File: src/hdl/cds_pkg.sv
package cds_pkg;

  localparam int YEAR_W  = 14;
  localparam int MONTH_W = 4;
  localparam int DAY_W   = 5;
  localparam int WDAY_W  = 3;
  localparam int STAT_W  = 2;

  // Result status codes
  localparam logic [STAT_W-1:0] ST_OK       = 2'd0;
  localparam logic [STAT_W-1:0] ST_BAD_DATE = 2'd1;
  localparam logic [STAT_W-1:0] ST_RANGE    = 2'd2;

  localparam logic [YEAR_W-1:0]  YEAR_MIN  = 14'd1;
  localparam logic [YEAR_W-1:0]  YEAR_MAX  = 14'd9999;
  localparam logic [MONTH_W-1:0] MONTH_JAN = 4'd1;
  localparam logic [MONTH_W-1:0] MONTH_MAR = 4'd3;
  localparam logic [MONTH_W-1:0] MONTH_DEC = 4'd12;

  // floor(y / 100) = (y * 5243) >> 19, exact for any 14-bit y
  localparam int DIV100_MUL_W = 13;
  localparam logic [DIV100_MUL_W-1:0] DIV100_MUL = 13'd5243;
  localparam int DIV100_SHIFT = 19;
  localparam int PROD_W       = YEAR_W + DIV100_MUL_W;
  localparam int Q100_W       = PROD_W - DIV100_SHIFT;

  localparam int ZT_W  = 6;
  localparam int SUM_W = 15;

  typedef struct packed {
    logic [YEAR_W-1:0]  year;
    logic [MONTH_W-1:0] month;
    logic [DAY_W-1:0]   day;
    logic [STAT_W-1:0]  status;
  } step_t;

  // Length of a month; 0 for a month code outside 1..12
  function automatic logic [DAY_W-1:0] month_len(input logic [MONTH_W-1:0] month,
                                                 input logic leap);
    logic [DAY_W-1:0] len;
    if (month inside {4'd1, 4'd3, 4'd5, 4'd7, 4'd8, 4'd10, 4'd12}) begin
      len = 5'd31;
    end else if (month inside {4'd4, 4'd6, 4'd9, 4'd11}) begin
      len = 5'd30;
    end else if (month == 4'd2) begin
      len = leap ? 5'd29 : 5'd28;
    end else begin
      len = 5'd0;
    end
    return len;
  endfunction

  // (13 * m + 8) / 5 for the shifted month m in 3..14
  function automatic logic [ZT_W-1:0] month_term(input logic [MONTH_W-1:0] m);
    logic [ZT_W-1:0] t;
    case (m)
      4'd3:    t = 6'd9;
      4'd4:    t = 6'd12;
      4'd5:    t = 6'd14;
      4'd6:    t = 6'd17;
      4'd7:    t = 6'd19;
      4'd8:    t = 6'd22;
      4'd9:    t = 6'd25;
      4'd10:   t = 6'd27;
      4'd11:   t = 6'd30;
      4'd12:   t = 6'd32;
      4'd13:   t = 6'd35;
      4'd14:   t = 6'd38;
      default: t = 6'd0;
    endcase
    return t;
  endfunction

endpackage

File: src/hdl/cds_in_if.sv
interface cds_in_if;
  logic                         valid;
  logic                         ready;
  logic                         func;
  logic [cds_pkg::YEAR_W-1:0]   in_year;
  logic [cds_pkg::MONTH_W-1:0]  in_month;
  logic [cds_pkg::DAY_W-1:0]    in_day;

  modport source (output valid, func, in_year, in_month, in_day, input ready);
  modport sink   (input valid, func, in_year, in_month, in_day, output ready);
endinterface

File: src/hdl/cds_out_if.sv
interface cds_out_if;
  logic                         valid;
  logic                         ready;
  logic [cds_pkg::YEAR_W-1:0]   out_year;
  logic [cds_pkg::MONTH_W-1:0]  out_month;
  logic [cds_pkg::DAY_W-1:0]    out_day;
  logic [cds_pkg::WDAY_W-1:0]   weekday;
  logic [cds_pkg::STAT_W-1:0]   status;

  modport source (output valid, out_year, out_month, out_day, weekday, status,
                  input ready);
  modport sink   (input valid, out_year, out_month, out_day, weekday, status,
                  output ready);
endinterface

File: src/hdl/cds_step.sv
module cds_step (
  input  logic            clk,
  input  logic            rst,
  cds_in_if.sink          in_ch,
  output logic            step_valid,
  input  logic            step_ready,
  output cds_pkg::step_t  step_item
);
  import cds_pkg::*;

  // Stage A: capture the word and start the divide by 100
  logic                 a_valid;
  logic                 a_func;
  logic [YEAR_W-1:0]    a_year;
  logic [MONTH_W-1:0]   a_month;
  logic [DAY_W-1:0]     a_day;
  logic [Q100_W-1:0]    a_q100;
  logic                 a_adv;
  logic [PROD_W-1:0]    prod;

  // Stage B: checked and stepped date
  logic                 b_valid;
  step_t                b_item;
  logic                 b_adv;

  logic [YEAR_W-1:0]    r100;
  logic                 leap;
  logic [DAY_W-1:0]     mlen;
  logic                 date_ok;
  step_t                b_next;

  assign b_adv       = !b_valid || step_ready;
  assign a_adv       = !a_valid || b_adv;
  assign in_ch.ready = a_adv;

  assign prod = PROD_W'(in_ch.in_year) * PROD_W'(DIV100_MUL);

  always_ff @(posedge clk) begin
    if (rst) begin
      a_valid <= 1'b0;
    end else if (a_adv) begin
      a_valid <= in_ch.valid;
    end
    if (a_adv) begin
      a_func  <= in_ch.func;
      a_year  <= in_ch.in_year;
      a_month <= in_ch.in_month;
      a_day   <= in_ch.in_day;
      a_q100  <= prod[PROD_W-1:DIV100_SHIFT];
    end
  end

  assign r100 = a_year - YEAR_W'(a_q100) * YEAR_W'(100);
  assign leap = ((a_year[1:0] == 2'd0) && (r100 != '0)) ||
                ((r100 == '0) && (a_q100[1:0] == 2'd0));
  assign mlen = month_len(a_month, leap);
  assign date_ok = (a_year >= YEAR_MIN) && (a_year <= YEAR_MAX) &&
                   (a_day != '0) && (a_day <= mlen);

  always_comb begin
    b_next.year   = a_year;
    b_next.month  = a_month;
    b_next.day    = a_day;
    b_next.status = ST_OK;
    if (!date_ok) begin
      b_next.status = ST_BAD_DATE;
    end else if (!a_func) begin
      if (a_day == mlen) begin
        b_next.day = DAY_W'(1);
        if (a_month == MONTH_DEC) begin
          b_next.month = MONTH_JAN;
          b_next.year  = a_year + YEAR_W'(1);
        end else begin
          b_next.month = a_month + MONTH_W'(1);
        end
      end else begin
        b_next.day = a_day + DAY_W'(1);
      end
    end else begin
      if (a_day == DAY_W'(1)) begin
        if (a_month == MONTH_JAN) begin
          b_next.month = MONTH_DEC;
          b_next.year  = a_year - YEAR_W'(1);
        end else begin
          b_next.month = a_month - MONTH_W'(1);
        end
        // leap of the input year is right: only a step into February needs it
        b_next.day = month_len(b_next.month, leap);
      end else begin
        b_next.day = a_day - DAY_W'(1);
      end
    end
    if (b_next.status == ST_OK &&
        (b_next.year < YEAR_MIN || b_next.year > YEAR_MAX)) begin
      b_next.status = ST_RANGE;
    end
    // echo the input on any error
    if (b_next.status != ST_OK) begin
      b_next.year  = a_year;
      b_next.month = a_month;
      b_next.day   = a_day;
    end
  end

  always_ff @(posedge clk) begin
    if (rst) begin
      b_valid <= 1'b0;
    end else if (b_adv) begin
      b_valid <= a_valid;
    end
    if (b_adv) begin
      b_item <= b_next;
    end
  end

  assign step_valid = b_valid;
  assign step_item  = b_item;

  a_ok_date_legal: assert property (@(posedge clk) disable iff (rst)
    b_valid && b_item.status == ST_OK |->
      b_item.day != '0 && b_item.month != '0 && b_item.month <= MONTH_DEC &&
      b_item.year != '0 && b_item.year <= YEAR_MAX)
    else $error("stepped date out of legal range");

  a_range_edge: assert property (@(posedge clk) disable iff (rst)
    b_valid && b_item.status == ST_RANGE |->
      (b_item.year == YEAR_MIN && b_item.month == MONTH_JAN && b_item.day == DAY_W'(1)) ||
      (b_item.year == YEAR_MAX && b_item.month == MONTH_DEC && b_item.day == DAY_W'(31)))
    else $error("range status away from calendar ends");

endmodule

File: src/hdl/cds_wday.sv
module cds_wday (
  input  logic            clk,
  input  logic            rst,
  input  logic            step_valid,
  output logic            step_ready,
  input  cds_pkg::step_t  step_item,
  cds_out_if.source       out_ch
);
  import cds_pkg::*;

  // Stage C: shifted year/month and divide by 100
  logic                 c_valid;
  step_t                c_item;
  logic [YEAR_W-1:0]    c_yz;
  logic [MONTH_W-1:0]   c_mz;
  logic [Q100_W-1:0]    c_q100;
  logic                 c_adv;
  logic [YEAR_W-1:0]    yz;
  logic [MONTH_W-1:0]   mz;
  logic [PROD_W-1:0]    prod;

  // Stage D: congruence sum
  logic                 d_valid;
  step_t                d_item;
  logic [SUM_W-1:0]     d_sum;
  logic                 d_adv;
  logic [SUM_W-1:0]     sum;

  // Stage E: output word
  logic                 e_valid;
  step_t                e_item;
  logic [WDAY_W-1:0]    e_wday;
  logic                 e_adv;
  logic [5:0]           fold1;
  logic [3:0]           fold2;
  logic [WDAY_W-1:0]    rem7;

  assign e_adv      = !e_valid || out_ch.ready;
  assign d_adv      = !d_valid || e_adv;
  assign c_adv      = !c_valid || d_adv;
  assign step_ready = c_adv;

  // For a valid date, January and February count as months 13 and 14 of the year before
  always_comb begin
    yz = step_item.year;
    mz = step_item.month;
    if (step_item.status == ST_OK && step_item.month < MONTH_MAR) begin
      yz = step_item.year - YEAR_W'(1);
      mz = step_item.month + MONTH_W'(12);
    end
  end

  assign prod = PROD_W'(yz) * PROD_W'(DIV100_MUL);

  always_ff @(posedge clk) begin
    if (rst) begin
      c_valid <= 1'b0;
    end else if (c_adv) begin
      c_valid <= step_valid;
    end
    if (c_adv) begin
      c_item <= step_item;
      c_yz   <= yz;
      c_mz   <= mz;
      c_q100 <= prod[PROD_W-1:DIV100_SHIFT];
    end
  end

  assign sum = SUM_W'(c_yz) + SUM_W'(c_yz >> 2) - SUM_W'(c_q100) +
               SUM_W'(c_q100 >> 2) + SUM_W'(month_term(c_mz)) + SUM_W'(c_item.day);

  always_ff @(posedge clk) begin
    if (rst) begin
      d_valid <= 1'b0;
    end else if (d_adv) begin
      d_valid <= c_valid;
    end
    if (d_adv) begin
      d_item <= c_item;
      d_sum  <= sum;
    end
  end

  // 8 = 1 mod 7: fold octal digits, then one conditional subtract
  assign fold1 = 6'(d_sum[2:0]) + 6'(d_sum[5:3]) + 6'(d_sum[8:6]) +
                 6'(d_sum[11:9]) + 6'(d_sum[14:12]);
  assign fold2 = 4'(fold1[2:0]) + 4'(fold1[5:3]);
  assign rem7  = (fold2 >= 4'd7) ? WDAY_W'(fold2 - 4'd7) : WDAY_W'(fold2);

  always_ff @(posedge clk) begin
    if (rst) begin
      e_valid <= 1'b0;
    end else if (e_adv) begin
      e_valid <= d_valid;
    end
    if (e_adv) begin
      e_item <= d_item;
      e_wday <= (d_item.status == ST_OK) ? rem7 : '0;
    end
  end

  assign out_ch.valid     = e_valid;
  assign out_ch.out_year  = e_item.year;
  assign out_ch.out_month = e_item.month;
  assign out_ch.out_day   = e_item.day;
  assign out_ch.weekday   = e_wday;
  assign out_ch.status    = e_item.status;

  a_wday_range: assert property (@(posedge clk) disable iff (rst)
    e_valid |-> e_wday <= WDAY_W'(6))
    else $error("weekday above Saturday");

  a_err_wday_zero: assert property (@(posedge clk) disable iff (rst)
    e_valid && e_item.status != ST_OK |-> e_wday == '0)
    else $error("weekday not cleared on error");

endmodule

File: src/hdl/calendar_date_step_core.sv
// Channel  | Dir | Words carried                          | Handshake
// in_ch    | in  | func, in_year, in_month, in_day        | valid/ready
// out_ch   | out | out_year, out_month, out_day,          | valid/ready
//          |     | weekday, status                        |
//
// Five register stages: capture and divide by 100, check and step the date,
// shift the month and divide by 100 again, weekday sum, mod 7 and output.
// One word enters every cycle unless a stalled output has filled the stages.
// Reset (rst, synchronous) clears only the stage valid bits.
// A stalled output holds each full stage with no empty stage ahead of it;
// empty stages keep filling, so no word is dropped or repeated.
module calendar_date_step_core (
  input  logic  clk,
  input  logic  rst,
  cds_in_if.sink    in_ch,
  cds_out_if.source out_ch
);
  import cds_pkg::*;

  // checked and stepped date between the two halves
  logic   step_valid;
  logic   step_ready;
  step_t  step_item;

  // validate the date and roll it one day forward or back
  cds_step u_step (
    .clk        (clk),
    .rst        (rst),
    .in_ch      (in_ch),
    .step_valid (step_valid),
    .step_ready (step_ready),
    .step_item  (step_item)
  );

  // weekday of the new date and the output register
  cds_wday u_wday (
    .clk        (clk),
    .rst        (rst),
    .step_valid (step_valid),
    .step_ready (step_ready),
    .step_item  (step_item),
    .out_ch     (out_ch)
  );

endmodule
File: src/flat_wrapper.sv
// flat-port wrapper written by rule: the top's interface ports become plain ports
module calendar_date_step_core_flat import cds_pkg::*;
  (clk, rst, in_ch_valid, in_ch_func, in_ch_in_year, in_ch_in_month, in_ch_in_day, in_ch_ready, out_ch_valid, out_ch_out_year, out_ch_out_month, out_ch_out_day, out_ch_weekday, out_ch_status, out_ch_ready);
  cds_in_if in_ch_i ();
  cds_out_if out_ch_i ();
  input  logic clk;
  input  logic rst;
  input wire logic [$bits(in_ch_i.valid)-1:0] in_ch_valid;
  input wire logic [$bits(in_ch_i.func)-1:0] in_ch_func;
  input wire logic [$bits(in_ch_i.in_year)-1:0] in_ch_in_year;
  input wire logic [$bits(in_ch_i.in_month)-1:0] in_ch_in_month;
  input wire logic [$bits(in_ch_i.in_day)-1:0] in_ch_in_day;
  output wire logic [$bits(in_ch_i.ready)-1:0] in_ch_ready;
  output wire logic [$bits(out_ch_i.valid)-1:0] out_ch_valid;
  output wire logic [$bits(out_ch_i.out_year)-1:0] out_ch_out_year;
  output wire logic [$bits(out_ch_i.out_month)-1:0] out_ch_out_month;
  output wire logic [$bits(out_ch_i.out_day)-1:0] out_ch_out_day;
  output wire logic [$bits(out_ch_i.weekday)-1:0] out_ch_weekday;
  output wire logic [$bits(out_ch_i.status)-1:0] out_ch_status;
  input wire logic [$bits(out_ch_i.ready)-1:0] out_ch_ready;
  assign in_ch_i.valid = in_ch_valid;
  assign in_ch_i.func = in_ch_func;
  assign in_ch_i.in_year = in_ch_in_year;
  assign in_ch_i.in_month = in_ch_in_month;
  assign in_ch_i.in_day = in_ch_in_day;
  assign in_ch_ready = in_ch_i.ready;
  assign out_ch_valid = out_ch_i.valid;
  assign out_ch_out_year = out_ch_i.out_year;
  assign out_ch_out_month = out_ch_i.out_month;
  assign out_ch_out_day = out_ch_i.out_day;
  assign out_ch_weekday = out_ch_i.weekday;
  assign out_ch_status = out_ch_i.status;
  assign out_ch_i.ready = out_ch_ready;
  calendar_date_step_core u_core (.clk(clk), .rst(rst), .in_ch(in_ch_i), .out_ch(out_ch_i));
endmodule
File: config.mk
export PLATFORM = sky130hd
export DESIGN_NAME = calendar_date_step_core_flat
export DESIGN_NICKNAME = d
export VERILOG_FILES = /design/src/hdl/cds_pkg.sv /design/src/hdl/cds_in_if.sv /design/src/hdl/cds_out_if.sv /design/src/hdl/cds_step.sv /design/src/hdl/cds_wday.sv /design/src/hdl/calendar_date_step_core.sv /design/src/flat_wrapper.sv
export SDC_FILE = /design/constraint.sdc
export NUM_CORES = 1
export LEC_CHECK = 0
export BUFFER_PORTS_ARGS = -buffer_cell sky130_fd_sc_hd__buf_4
export CORE_ASPECT_RATIO = 1.4
export CORE_MARGIN = 1.5
export CORE_UTILIZATION = 53
export CTS_CLUSTER_DIAMETER = 200
export DETAILED_ROUTE_END_ITERATION = 12
export HOLD_SLACK_MARGIN = 0.02
export MAX_ROUTING_LAYER = met4
export PLACE_DENSITY_LB_ADDON = 0.05
export SLEW_MARGIN = 0
export SYNTH_ARGS = -nofsm -noshare
export SYNTH_HDL_FRONTEND = slang
export SYNTH_SLANG_ARGS = --single-unit
export TNS_END_PERCENT = 100
File: constraint.sdc
create_clock -name clk -period 8.6 [get_ports clk]
set_input_delay 0.86 -clock clk [delete_from_list [all_inputs] [get_ports clk]]
set_output_delay 0.86 -clock clk [all_outputs]
set_load 0.1 [all_outputs]
# Word level (Yosys, flattened, before mapping)
# Memories as Yosys holds them, arrays and structs flattened. A register that Yosys moved wholly into a read port is not among the register bits.
# Index checks and enable logic that the tools add are counted.
# op_classes
n_lt_le_gt_ge	7
reduce_logical	32
n_addsub	20
n_mux	27
eq_ne	26
n_mul	3
# op_table
op	count
2-to-1 mux 23 bit	3
multiplier 14 x 13 -> 27 bit, second input constant	2
2-to-1 mux 14 bit	3
== test 4 bit, second input constant	10
2-to-1 mux 5 bit	8
2-to-1 mux 18 bit	2
== test 4 x 3 -> 1 bit, second input constant	8
adder 15 x 6 -> 15 bit	2
2-to-1 mux 4 bit	7
subtractor 14 x 1 -> 14 bit, second input constant	2
== test 4 x 2 -> 1 bit, second input constant	4
adder 14 x 12 -> 15 bit	1
adder 15 x 5 -> 15 bit	1
subtractor 15 x 8 -> 15 bit	1
adder 14 x 1 -> 14 bit, second input constant	1
greater-or-equal comparator 14 x 1 -> 1 bit, second input constant	1
greater-than comparator 14 bit, second input constant	1
less-or-equal comparator 14 bit, second input constant	1
logical NOT 14 bit	1
< comparator 14 x 1 -> 1 bit, second input constant	1
nonzero test 14 bit	1
nonzero test 7 bit	2
subtractor 14 bit	1
multiplier 8 x 5 -> 12 bit, second input constant	1
26 further kinds	50
# totals
romBits	96
out_inout_bits	30
reg_bits	181
mem_count	1
# memory_table
memory	words	word_bits	read_ports	rd_clocked_by_memory_dff	wr	line	rtl
(name not given)	16	6	1	1	0	cds_pkg.sv:56	case (m)

# Longest topological paths before layout
# Gate-level depths: netlist of run 1.
# logic_depth
depth_word	25
depth_mapped	33

# Hierarchy
# From an unflattened synthesis of run 1, not the netlist that was laid out.
# hier_totals
cells_unflattened	1600
area_unflattened_um2	17630.7
# by_module_without_submodules
mod	area_per_inst_um2	seq_area_each_um2	instances	cells_each
cds_wday	9624.2	3693.5	1	787
cds_step	8006.4	1751.7	1	813

# Least setup slack after synthesis of run 1
# OpenSTA, ideal clock, no wires.
# synth_path
kind	register to register
from	register u_core.u_step.b_item (netlist bit u_core.u_step.step_item[9])
to	register u_core.u_wday.c_q100[7], data pin
path_stages_with_launch	28
t_arrival_ps	6773
n_path_buf	0
required_ps	8340
path_slack_ps	1567
synth_period_minus_slack_ps	7033
path_cell_list	edfxtp_1 -> inv_1 -> ha_1 -> nand3_1 -> nand3_1 -> nor3_1 -> nand2b_1 -> nor3b_1 -> nor2b_1 -> xor2_1 -> ha_1 -> fa_1 -> inv_1 -> fa_1 -> inv_1 -> fa_1 -> fa_1 -> ha_1 -> a21o_1 -> a21o_1 -> a21oi_1 -> nand3b_1 -> o211ai_1 -> a21boi_0 -> o21a_1 -> o41ai_1 -> o21bai_1 -> xnor2_1
# synth_via
elab_chain_len	4
# synth_lines
element	line	rtl
start: declaration	cds_step.sv:23	step_t b_item;
start signal: assignment	cds_step.sv:112	b_item <= b_next;
< comparator 4 x 2 -> 1 bit	cds_wday.sv:47	if (step_item.status == ST_OK && step_item.month < MONTH_MAR) begin
logical AND 1 bit	cds_wday.sv:47	
2-to-1 mux 14 bit	cds_wday.sv:47	
via u_core.u_wday.yz[10]	cds_wday.sv:18	logic [YEAR_W-1:0] yz;
multiplier 14 x 13 -> 27 bit	cds_wday.sv:53	assign prod = PROD_W'(yz) * PROD_W'(DIV100_MUL);
via u_core.u_wday.prod[26]	cds_wday.sv:20	logic [PROD_W-1:0] prod;
end signal: assignment	cds_wday.sv:65	c_q100 <= prod[PROD_W-1:DIV100_SHIFT];
end: declaration	cds_wday.sv:16	logic [Q100_W-1:0] c_q100;
# The timed path passes the listed nets, and every way through them passes these cells.
# A chain may end at the register's enable or synchronous reset.

# Worst setup path after layout of run 1
# Ends and elaborated chain as after synthesis.

==> load_flow_metrics.sql, run 1 <==
INSERT INTO impl_metrics (metric_group, metric, value, unit) VALUES
('clock_network', 'cts_resized', '0', ''),
('synth', 'synth_top_cell_area_share', '0.305', ''),
('final_layout', 'post_route_cells_drive_above_1_share', '0.0756', ''),
('setup_path', 'crit_path_top_delay_cell', 'xnor2_1', ''),
('synth', 'synth-seq-area-share', '0.318', ''),
('die', 'floorplan.initialDensity', '0.540', ''),
('final_layout', 'num-nets-final', '2090', ''),
('global_routing', 'grtUsageTotal', '0.221', ''),
('global_routing', 'grt_first_pass_wirelength', '55.4', 'mm'),
('detailed_routing', 'num_vias', '10857', ''),
('global_routing', 'via_count_of_the_first_global_routing_pass', '11504', ''),
('detailed_routing', 'route.detailed.drc', '0', ''),
('timing', 'grt_setup_unrepaired', 'false', ''),
('die', 'coreArea', '0.0317', 'mm^2'),
('synth', 'synthesis.nets', '2022', ''),
('final_layout', 'register_area', '0.00545', 'mm^2'),
('clock_network', 'ctsHoldBuffers', '0', ''),
('timing', 'totalNegativeSetupSlack', '0', 'ns'),
('setup_path', 'worst_path_largest_cell_delay', '0.70', 'ns'),
('timing', 'final_max_slew_viol_count', '0', ''),
('synth', 'ys.warnings.count', '0', ''),
('final_layout', 'multi_input_comb_area', '0.0103', 'mm^2'),
('setup_path', 'reg2reg_depth', '27', ''),
('final_layout', 'num-fill-cells', '2713', ''),
('global_routing', 'grt_max_degree', '52', ''),
('outcome', 'run_status', 'finished, final reports clean', ''),
('timing', 'worst_clock_skew', '0.0106', 'ns'),
('placed_design', 'numPortBuffers', '57', ''),
('timing', 'tightest_slew', '1.08', 'ns'),
('die', 'io_pins', '58', ''),
('detailed_routing', 'finalWirelength', '33.6', 'mm'),
('setup_path', 'worst-endpoint-required', '8.79', 'ns'),
('synth', 'dominantRegCellSynth', 'edfxtp_1', ''),
('detailed_routing', 'met3RoutedLength', '642', 'um'),
('synth', 'post_synth_instance_area', '0.0171', 'mm^2'),
('setup_path', 'worstSetupStartpointType', 'register', ''),
('detailed_routing', 'detailroute.wirelength.met2', '20.1', 'mm'),
('hold_path', 'min_delay_path_depth', '0', ''),
('clock_network', 'cts.path.max_buffers', '2', ''),
('synth', 'synth_enable_flop_cells', '174', ''),
('detailed_routing', 'final_routed_wire_length_divided_by_cell_count', '16.8', 'um'),
('synth', 'post_synth_num_cell_types', '77', ''),
('die', 'chipHeight', '216', 'um'),
('global_routing', 'grt_overflow', '0', ''),
('detailed_routing', 'detail_route.iter0.violations', '518', ''),
('hold_path', 'holdCritPathClass', 'register to register', ''),
('detailed_routing', 'wire_length_on_met1', '11.8', 'mm'),
('clock_network', 'clock_tree_from_tritoncts', 'done', ''),
('clock_network', 'cts_max_level', '4', ''),
('synth', 'synth_top_cells_by_area', 'edfxtp_1 31%, ha_1 22%, fa_1 19%', ''),
('job', 'count_of_maximum_capacitance_violations', '0', ''),
('die', 'die_area', '0.0334', 'mm^2'),
('setup_path', 'timing.critical_path.fanout_max', '8', ''),
('timing', 'finalCriticalPeriod', '7.77', 'ns'),
('die', 'fp-row-count', '77', ''),
('detailed_routing', 'detail-route-antenna-nets', '0', ''),
('detailed_routing', 'average_via_count_per_standard_cell', '5.41', ''),
('timing', 'report.final.setup_viol', '0', ''),
('final_layout', 'syn2layout_area_growth', '8.92', '%'),
('die', 'dieWidth', '155', 'um'),
('clock_network', 'cts_num_sinks', '185', ''),
('detailed_routing', 'drt-pass1-iter-count', '5', ''),
('synth', 'yosys_register_bits', '185', ''),
('timing', 'max_clock_freq', '129', 'MHz'),
('global_routing', 'grt_antenna_before_repair', '0', ''),
('setup_path', 'critPathMostFrequentCell', 'ha_1', ''),
('timing', 'worst_hold_slack', '0.415', 'ns'),
('clock_network', 'cts_setup_buffers', '0', ''),
('clock_network', 'clk_pin_slew', '0.07', 'ns'),
('setup_path', 'cp_data_arrival_time', '7.95', 'ns'),
('timing', 'timing.max_slew.rel_slack', '0.278', '');
==> layout by cell type, fill, tap and decap left out, types with 6 or more instances in the layout <==
| cell type | instances |
|---|---|
| inv_1 | 333 |
| ha_1 | 299 |
| edfxtp_1 | 174 |
| fa_1 | 163 |
| buf_4 | 71 |
| nand2_1 | 64 |
| nor2_1 | 60 |
| xnor2_1 | 44 |
| a21oi_1 | 41 |
| o21ai_0 | 38 |
| nor3_1 | 31 |
| xor2_1 | 25 |
| nand3_1 | 21 |
| clkbuf_16 | 17 |
| nor2b_1 | 14 |
| nor4_1 | 12 |
| dfxtp_1 | 11 |
| o21a_1 | 10 |
| a21o_1 | 10 |
| nand4_1 | 9 |
| and3_1 | 8 |
| nand2b_1 | 8 |
| or3_1 | 8 |
| o22ai_1 | 8 |
| o31ai_1 | 7 |
| o21ai_1 | 6 |
==> sequential cells by signal (all words and copies together), names as in the netlist, 3 cells and up, named ones only <==
signal / cells
u_core.u_step.a_day: 5
u_core.u_step.a_month: 4
u_core.u_step.a_q100: 8
u_core.u_step.a_year: 14
u_core.u_step.step_item: 25
u_core.u_wday.c_item: 25
u_core.u_wday.c_q100: 8
u_core.u_wday.c_yz: 14
u_core.u_wday.d_item: 25
u_core.u_wday.d_sum: 15
u_core.u_wday.out_ch.out_day: 5
u_core.u_wday.out_ch.out_month: 4
u_core.u_wday.out_ch.out_year: 14
u_core.u_wday.out_ch.weekday: 3
==> final timing paths <==
check                              to                        from  slack, ns
max           u_core.u_wday.c_q100[7]  u_core.u_step.step_item[9]       0.83
min          u_core.u_wday.d_item[15]    u_core.u_wday.c_item[15]       0.42
max reg2reg   u_core.u_wday.c_q100[7]  u_core.u_step.step_item[9]       0.83
min reg2reg  u_core.u_wday.d_item[15]    u_core.u_wday.c_item[15]       0.42
==> synth_stat cells, drive strengths merged, types with 4 or more instances <==
cell	number
o21ai	44
a21boi	4
nor3	31
a21o	10
or2	4
o21bai	5
dfxtp	11
nor4b	4
nand2b	8
a22oi	5
clkbuf	12
o21a	10
nor2	61
a21oi	41
edfxtp	174
nand2	64
o22ai	9
o311ai	4
inv	334
nand3	22
buf	10
a211oi	5
xor2	25
nor4	13
o211ai	5
nor2b	14
and3	8
xnor2	44
fa	163
or3	8
o31ai	8
nand3b	5
mux2i	5
ha	299
nand4	9
or4	5
nor3b	7
==> cell families after synthesis <==
family	synth area share
adders and majority gates	0.409
AOI/OAI and AO/OA	0.0717
buffers and inverters	0.0794
and+or+nand+nor	0.0821
muxes	0.00424
DFF	0.318
xor gates and xnor gates	0.0353
==> through the flow <==
stage | std cells | cell area, um^2 | setup WS [ns] | util
floorplan | 1532 | 17100 | 1.57 | -
global placement | 1976 | 18000 | 0.847 | 0.569
detailed placement | 1976 | 18000 | 0.808 | 0.569
CTS | 2008 | 18600 | 0.761 | 0.588
global route | 2008 | 18600 | 0.286 | 0.588
finish | 2008 | 18600 | 0.832 | 0.588
==> area by class of cell <==
cell class              count  share of cell area
flip-flops and latches    185               0.292
repair buffers             71              0.0286
clock inverters            14             0.00919
clock buffers              18              0.0230
multi-input cells         991               0.553
inverters                 334              0.0672
well taps                 395              0.0265
==> per-layer routing <==
layer	vias to the layer above	GRT usage
li1	5318	-
met1	5276	0.208
met2	200	0.450
met3	63	0.0221
met4	0	0.0779
met5	-	-
==> worst max-delay path: cells and delay by family (launching register included) <==
family / cells / cell delay, ns
fa+ha+maj: 7 / 2.68
buf+inv: 3 / 0.36
xor+xnor: 2 / 0.84
compound gates: 8 / 1.74
simple gates: 7 / 1.51
flops: 1 / 0.38
Power of run 1 is not shown: default switching activity piles up to over one toggle a cycle in this logic, so the estimate is an artifact.
==> run 2, diff against run 1 <==
Settings changed: CORE_MARGIN 1.5 to default, GPL_TIMING_DRIVEN from default to 0.
==> run 2 against run 1 <==
Hold slack better by 0.0028 ns; critical path type unchanged; design area is 0.60% higher; first-iteration DRC count is 25% lower.
==> load_flow_metrics.sql, run 2 (synthesis gave the netlist of run 1 again) <==
INSERT INTO impl_metrics (metric_group, metric, value, unit) VALUES
('outcome', 'run_status', 'finished, final reports clean', ''),
('detailed_routing', 'finalWirelength', '33.3', 'mm'),
('global_routing', 'globalRouteMet2Util', '0.450', ''),
('setup_path', 'crit_type', 'register to register', ''),
('clock_network', 'cts_max_level', '4', ''),
('clock_network', 'clock_tree.root_cell', 'clkbuf_16', ''),
('global_routing', 'global_route.peak_usage_layer', 'met2', ''),
('global_routing', 'grt_first_pass_wirelength', '56.1', 'mm'),
('global_routing', 'grt_overflow', '0', ''),
('global_routing', 'met3_usage', '0.0234', ''),
('global_routing', 'grtUsageTotal', '0.226', ''),
('detailed_routing', 'route.detailed.drc', '0', ''),
('die', 'floorplan.initialDensity', '0.540', ''),
('timing', 'timing.max_slew.rel_slack', '0.0571', ''),
('clock_network', 'cts_setup_buffers', '0', ''),
('job', 'count_of_maximum_capacitance_violations', '0', ''),
('final_layout', 'mostFrequentLayoutCell', 'inv_1', ''),
('timing', 'grt_setup_unrepaired', 'false', ''),
('global_routing', 'grt_max_degree', '46', ''),
('die', 'coreArea', '0.0317', 'mm^2'),
('clock_network', 'cts-buffers-inserted', '17', ''),
('clock_network', 'cts.path.max_buffers', '2', ''),
('final_layout', 'syn2layout_area_growth', '9.57', '%'),
('die', 'fp-row-count', '77', ''),
('final_layout', 'mostFrequentLayoutCells', '333 x inv_1, 299 x ha_1, 174 x edfxtp_1', ''),
('clock_network', 'insertion_delay', '0.44', 'ns'),
('timing', 'totalNegativeSetupSlack', '0', 'ns'),
('setup_path', 'crit_path_end_kind', 'register', ''),
('clock_network', 'clock_tree_from_tritoncts', 'done', ''),
('clock_network', 'cts_num_sinks', '185', ''),
('setup_path', 'timing.critical_path.fanout_max', '8', ''),
('detailed_routing', 'average_via_count_per_standard_cell', '5.38', ''),
('detailed_routing', 'num_vias', '10842', ''),
('setup_path', 'worst-endpoint-required', '8.79', 'ns'),
('timing', 'finalCritPeriodShare', '0.936', ''),
('clock_network', 'clk_pin_slew', '0.08', 'ns'),
('setup_path', 'cp_data_arrival_time', '8.24', 'ns'),
('global_routing', 'global_route.usage.met1', '0.216', ''),
('final_layout', 'num-nets-final', '2099', ''),
('detailed_routing', 'detail-route-antenna-nets', '0', ''),
('die', 'dieWidth', '154', 'um'),
('timing', 'max_clock_freq', '124', 'MHz'),
('timing', 'worst_clock_skew', '0.0143', 'ns'),
('timing', 'tightest_slew', '1.40', 'ns'),
('die', 'die_area', '0.0330', 'mm^2'),
('timing', 'finalCriticalPeriod', '8.05', 'ns'),
('detailed_routing', 'final_routed_wire_length_divided_by_cell_count', '16.5', 'um'),
('global_routing', 'grt_antenna_before_repair', '0', ''),
('placed_design', 'final_replace_weighted_congestion', '0.892', ''),
('timing', 'report.final.setup_viol', '0', ''),
('placed_design', 'place.detailed.hpwl', '28.5', 'mm'),
('final_layout', 'post_route_cells_drive_above_1_share', '0.0771', ''),
('timing', 'final_max_slew_viol_count', '0', ''),
('die', 'io_pins', '58', ''),
('setup_path', 'worstSetupStartpointType', 'register', ''),
('final_layout', 'num_antenna_cells', '0', ''),
('hold_path', 'holdCritPathClass', 'register to register', ''),
('placed_design', 'numPortBuffers', '57', ''),
('global_routing', 'via_count_of_the_first_global_routing_pass', '11666', ''),
('die', 'chipHeight', '215', 'um'),
('clock_network', 'cts_resized', '0', ''),
('timing', 'final_hold_viol_count', '0', ''),
('detailed_routing', 'detail_route.iter0.violations', '389', ''),
('detailed_routing', 'drt-pass1-iter-count', '5', ''),
('clock_network', 'ctsHoldBuffers', '0', '');
==> run 2: changes by cell type in the layout (fill, tap and decap cells not counted), moves of 3 or more <==
cell,change
buf_4,-12
xnor2_2,+3
clkbuf_1,+12
inv_6,-3
buf_2,+7
clkinv_8,+3
xnor2_1,-3
==> run 2: per-layer routing <==
metal  wire length [um]  share of wire
met3                606          0.018
met1              11800           0.35
met5                  0              0
met2              19800           0.59
met4               1110          0.033
==> run 2: worst paths after layout <==
check | from | to | slack, ns | depth (start not counted)
hold / removal | u_core.u_wday.d_item[3] | u_core.u_wday.out_ch.out_day[1] | 0.42 | 0
setup / recovery | u_core.u_step.step_item[9] | u_core.u_wday.c_q100[7] | 0.55 | 27
hold reg to reg | u_core.u_wday.d_item[3] | u_core.u_wday.out_ch.out_day[1] | 0.42 | 0
setup reg to reg | u_core.u_step.step_item[9] | u_core.u_wday.c_q100[7] | 0.55 | 27
==> run 2: critical path, stage by stage, from the launching register on <==
cell and delay, ns:
edfxtp_1 0.40, inv_1 0.08, ha_1 0.20, nand3_1 0.08
nand3_1 0.24, nor3_1 0.28, nand2b_1 0.13, nor3b_1 0.51
nor2b_1 0.29, xor2_2 0.60, ha_1 0.39, fa_1 0.54
inv_1 0.06, fa_1 0.50, inv_1 0.05, fa_1 0.46
fa_1 0.51, ha_1 0.32, a21o_1 0.16, a21o_1 0.17
a21oi_1 0.31, nand3b_1 0.14, o211ai_1 0.21, a21boi_0 0.18
o21a_1 0.25, o41ai_1 0.47, o21bai_1 0.14, xnor2_1 0.14
==> run 2: area by class of cell <==
class	instances	area [um^2]
inverter	334	1250
clock buffer	18	429
multi-input combinational	991	10400
buffer	22	106
tap	395	494
clock inverter	14	223
timing repair buffer	58	448
sequential	185	5450
fill	2673	12900
==> run 2: stage by stage <==
step / instances / setup slack [ns] / cell area [um^2] / util / hold slack [ns]
floorplan: 1532 / 1.57 / 17100 / - / 0.400
global placement: 1984 / 0.294 / 18000 / 0.569 / 0.400
detailed placement: 1985 / 0.215 / 18100 / 0.570 / 0.405
CTS: 2017 / 0.150 / 18700 / 0.591 / 0.421
global route: 2017 / 0.0510 / 18800 / 0.592 / 0.422
finish: 2017 / 0.549 / 18800 / 0.592 / 0.418
Power of run 2 is left out for the same reason.
==> run 3, diff against run 2 <==
Settings changed: SYNTH_HIERARCHICAL from default to 1.
==> run 3 against run 2 <==
Worst setup slack worse by 0.013 ns; wire length grew 9.0%; flip-flop and latch count did not move; design area grew 2.8%; non-clock buffer count rose by 3; utilization barely moved; clock skew rose by 0.0029 ns; hold slack gained 0.0017 ns; sequential share of layout area is 0.78 points lower; critical path type unchanged; critical endpoint is now u_core/u_wday/c_q100[7]; highest routed layer unchanged.
==> load_flow_metrics.sql, run 3 <==
INSERT INTO impl_metrics (metric_group, metric, value, unit) VALUES
('synth', 'netlist.top_cell.by_area', 'edfxtp_1', ''),
('die', 'floorplan.initialDensity', '0.541', ''),
('synth', 'synth-async-reset-ratio', '0', ''),
('clock_network', 'cts.path.max_buffers', '2', ''),
('setup_path', 'timing.critical_path.from', 'u_core/u_step/step_item[9]', ''),
('hold_path', 'holdCritPathClass', 'register to register', ''),
('final_layout', 'syn2layout_area_growth', '9.35', '%'),
('detailed_routing', 'average_via_count_per_standard_cell', '5.32', ''),
('final_layout', 'post_route_cells_drive_above_1_share', '0.0846', ''),
('synth', 'post_synth_num_cell_types', '83', ''),
('synth', 'synth_most_common_cell', 'inv_1', ''),
('setup_path', 'worstSetupStartpointType', 'register', ''),
('synth', 'ys.warnings.count', '6', ''),
('setup_path', 'crit_path_end_kind', 'register', ''),
('detailed_routing', 'detail_route.iter0.violations', '532', ''),
('synth', 'post_synth_instance_area', '0.0176', 'mm^2'),
('clock_network', 'cts-buffers-inserted', '17', ''),
('die', 'coreArea', '0.0326', 'mm^2'),
('global_routing', 'grt_antenna_before_repair', '0', ''),
('placed_design', 'place.detailed.hpwl', '30.8', 'mm'),
('synth', 'synth-seq-area-share', '0.309', ''),
('clock_network', 'cts_setup_buffers', '0', ''),
('job', 'count_of_maximum_capacitance_violations', '0', ''),
('clock_network', 'clock_tree.root_cell', 'clkbuf_16', ''),
('detailed_routing', 'detailroute.wirelength.met2', '20.3', 'mm'),
('clock_network', 'cts_resized', '0', ''),
('timing', 'timing.max_slew.rel_slack', '0.109', ''),
('die', 'fp-row-count', '78', ''),
('setup_path', 'r2r-start', 'u_core/u_step/step_item[9]', ''),
('detailed_routing', 'wire_length_on_met1', '13.7', 'mm'),
('final_layout', 'num-nets-final', '2164', ''),
('global_routing', 'grtUsageTotal', '0.236', ''),
('setup_path', 'reg2reg_to', 'u_core/u_wday/c_q100[7]', ''),
('timing', 'grt_setup_unrepaired', 'false', ''),
('synth', 'synth_top_cells_by_area', 'edfxtp_1 30%, ha_1 21%, fa_1 18%', ''),
('clock_network', 'insertion_delay', '0.45', 'ns'),
('hold_path', 'min_delay_path_depth', '0', ''),
('setup_path', 'timing.critical_path.fanout_max', '10', ''),
('global_routing', 'grt_overflow', '0', ''),
('timing', 'report.final.setup_viol', '0', ''),
('placed_design', 'final_replace_weighted_congestion', '0.926', ''),
('timing', 'finalCritPeriodShare', '0.938', ''),
('synth', 'syn-instance-count', '1600', ''),
('die', 'die_area', '0.0340', 'mm^2'),
('timing', 'worst_clock_skew', '0.0173', 'ns'),
('setup_path', 'reg2reg_depth', '27', ''),
('timing', 'final_max_slew_viol_count', '0', ''),
('die', 'dieWidth', '156', 'um'),
('clock_network', 'clk_pin_slew', '0.07', 'ns'),
('placed_design', 'numPortBuffers', '57', ''),
('die', 'io_pins', '58', ''),
('synth', 'synth_top_cell_area_share', '0.296', ''),
('detailed_routing', 'highest_layer', 'met4', ''),
('synth', 'synth_enable_flop_cells', '174', ''),
('detailed_routing', 'finalWirelength', '36.3', 'mm'),
('hold_path', 'worstHoldEndpoint', 'u_core/u_wday/out_ch.out_year[3]', ''),
('timing', 'tightest_slew', '1.32', 'ns'),
('setup_path', 'r2r_setup_slack', '0.54', 'ns'),
('clock_network', 'clock_tree_from_tritoncts', 'done', ''),
('detailed_routing', 'num_vias', '11331', ''),
('timing', 'finalCriticalPeriod', '8.06', 'ns'),
('timing', 'final_hold_viol_count', '0', ''),
('synth', 'yosys_register_bits', '185', ''),
('timing', 'totalNegativeSetupSlack', '0', 'ns'),
('global_routing', 'grt_max_degree', '56', ''),
('final_layout', 'mostFrequentLayoutCells', '334 x inv_1, 299 x ha_1, 174 x edfxtp_1', ''),
('detailed_routing', 'met3RoutedLength', '855', 'um'),
('die', 'chipHeight', '218', 'um'),
('final_layout', 'num_antenna_cells', '0', ''),
('clock_network', 'ctsHoldBuffers', '0', ''),
('detailed_routing', 'detail-route-antenna-nets', '0', ''),
('synth', 'netlist_top_cells_count', '334 x inv_1, 299 x ha_1, 174 x edfxtp_1, 160 x fa_1, 67 x nor2_1', ''),
('hold_path', 'min_from', 'u_core/u_wday/d_item[14]', ''),
('clock_network', 'cts_num_sinks', '185', ''),
('synth', 'avgSynthCellArea', '11.0', 'um^2'),
('detailed_routing', 'drt-pass1-iter-count', '6', ''),
('detailed_routing', 'route.detailed.drc', '0', ''),
('setup_path', 'worst-endpoint-required', '8.79', 'ns'),
('outcome', 'run_status', 'finished, final reports clean', ''),
('global_routing', 'grt_first_pass_wirelength', '58.8', 'mm'),
('synth', 'synthesis.nets', '2087', ''),
('timing', 'max_clock_freq', '124', 'MHz'),
('detailed_routing', 'final_routed_wire_length_divided_by_cell_count', '17.0', 'um'),
('global_routing', 'via_count_of_the_first_global_routing_pass', '11614', ''),
('setup_path', 'crit_type', 'register to register', ''),
('clock_network', 'cts_max_level', '4', ''),
('synth', 'dominantRegCellSynth', 'edfxtp_1', ''),
('setup_path', 'cp_data_arrival_time', '8.25', 'ns'),
('final_layout', 'mostFrequentLayoutCell', 'inv_1', '');
[run 3: changes by cell type in the layout (fill, tap and decap cells not counted), moves of 4 or more]
cell and delta:
inv_6 +5, or2_2 +5, a31oi_1 +5, xnor2_1 +12, nand3_1 +5, o21ai_1 -6
a21oi_1 +16, a21o_1 +8, nand2_1 -8, or4_1 +5, and3_1 +7, nor2_1 +7
nand3b_1 -4
[run 3: worst max path at each step]
stage | endpoint
after floorplan | u_core/u_wday/c_q100[7]
after global placement | u_core/u_wday/c_q100[7]
after detailed placement | u_core/u_wday/c_q100[7]
after CTS | u_core/u_wday/c_q100[7]
after global routing | u_core/u_wday/c_q100[7]
final | u_core/u_wday/c_q100[7]
[run 3: kinds of logic (layout without fill, tap and decap cells)]
kind of cell	count (synthesis)	after routing	share of synthesized area
xor+xnor	80	80	0.0406
buf+inv	360	450	0.0796
mux	9	9	0.00603
flops	185	185	0.309
simple gates	292	292	0.0888
fa+ha+maj	459	459	0.394
compound gates	215	215	0.0823
[run 3: worst max-delay path: stages (launching register included)]
cell	delay (ns)
edfxtp_1	0.54
inv_1	0.11
ha_1	0.21
nand3_1	0.16
nand3_4	0.17
or4_4	0.49
or4_1	0.47
clkbuf_1	0.16
nor3_1	0.31
xor2_2	0.53
inv_1	0.19
fa_1	0.54
inv_1	0.05
ha_1	0.31
fa_1	0.48
fa_1	0.56
inv_1	0.06
fa_1	0.52
inv_1	0.06
ha_1	0.30
and3_1	0.19
nand2_1	0.12
nor2_1	0.05
a32oi_1	0.35
a31oi_1	0.26
a211o_1	0.35
a21oi_1	0.18
xnor2_1	0.09
[run 3: area by class of cell]
cell class	count	area, um^2
repair buffers	58	455
fillers	2914	13300
flip-flops and latches	185	5450
plain buffers	25	145
inverters	335	1260
clock buffers	17	425
multi-input cells	1055	10800
well taps	440	551
clock inverters	15	184
[run 3: per-stage QoR]
step / area, um^2 / setup WS, ns / hold slack [ns] / utilization / instances
after floorplan: 17600 / 1.53 / 0.400 / - / 1600
after global placement: 18600 / 0.326 / 0.402 / 0.571 / 2097
after detailed placement: 18700 / 0.277 / 0.405 / 0.572 / 2098
after CTS: 19300 / 0.246 / 0.421 / 0.591 / 2130
after global routing: 19300 / 0.122 / 0.426 / 0.591 / 2130
final: 19300 / 0.536 / 0.420 / 0.591 / 2130
[run 3: layer usage]
layer	up-vias	GRT usage
met5	-	-
met4	0	0.106
met3	66	0.0270
met2	169	0.445
met1	5495	0.242
li1	5601	-
Power of run 3 is left out for the same reason.
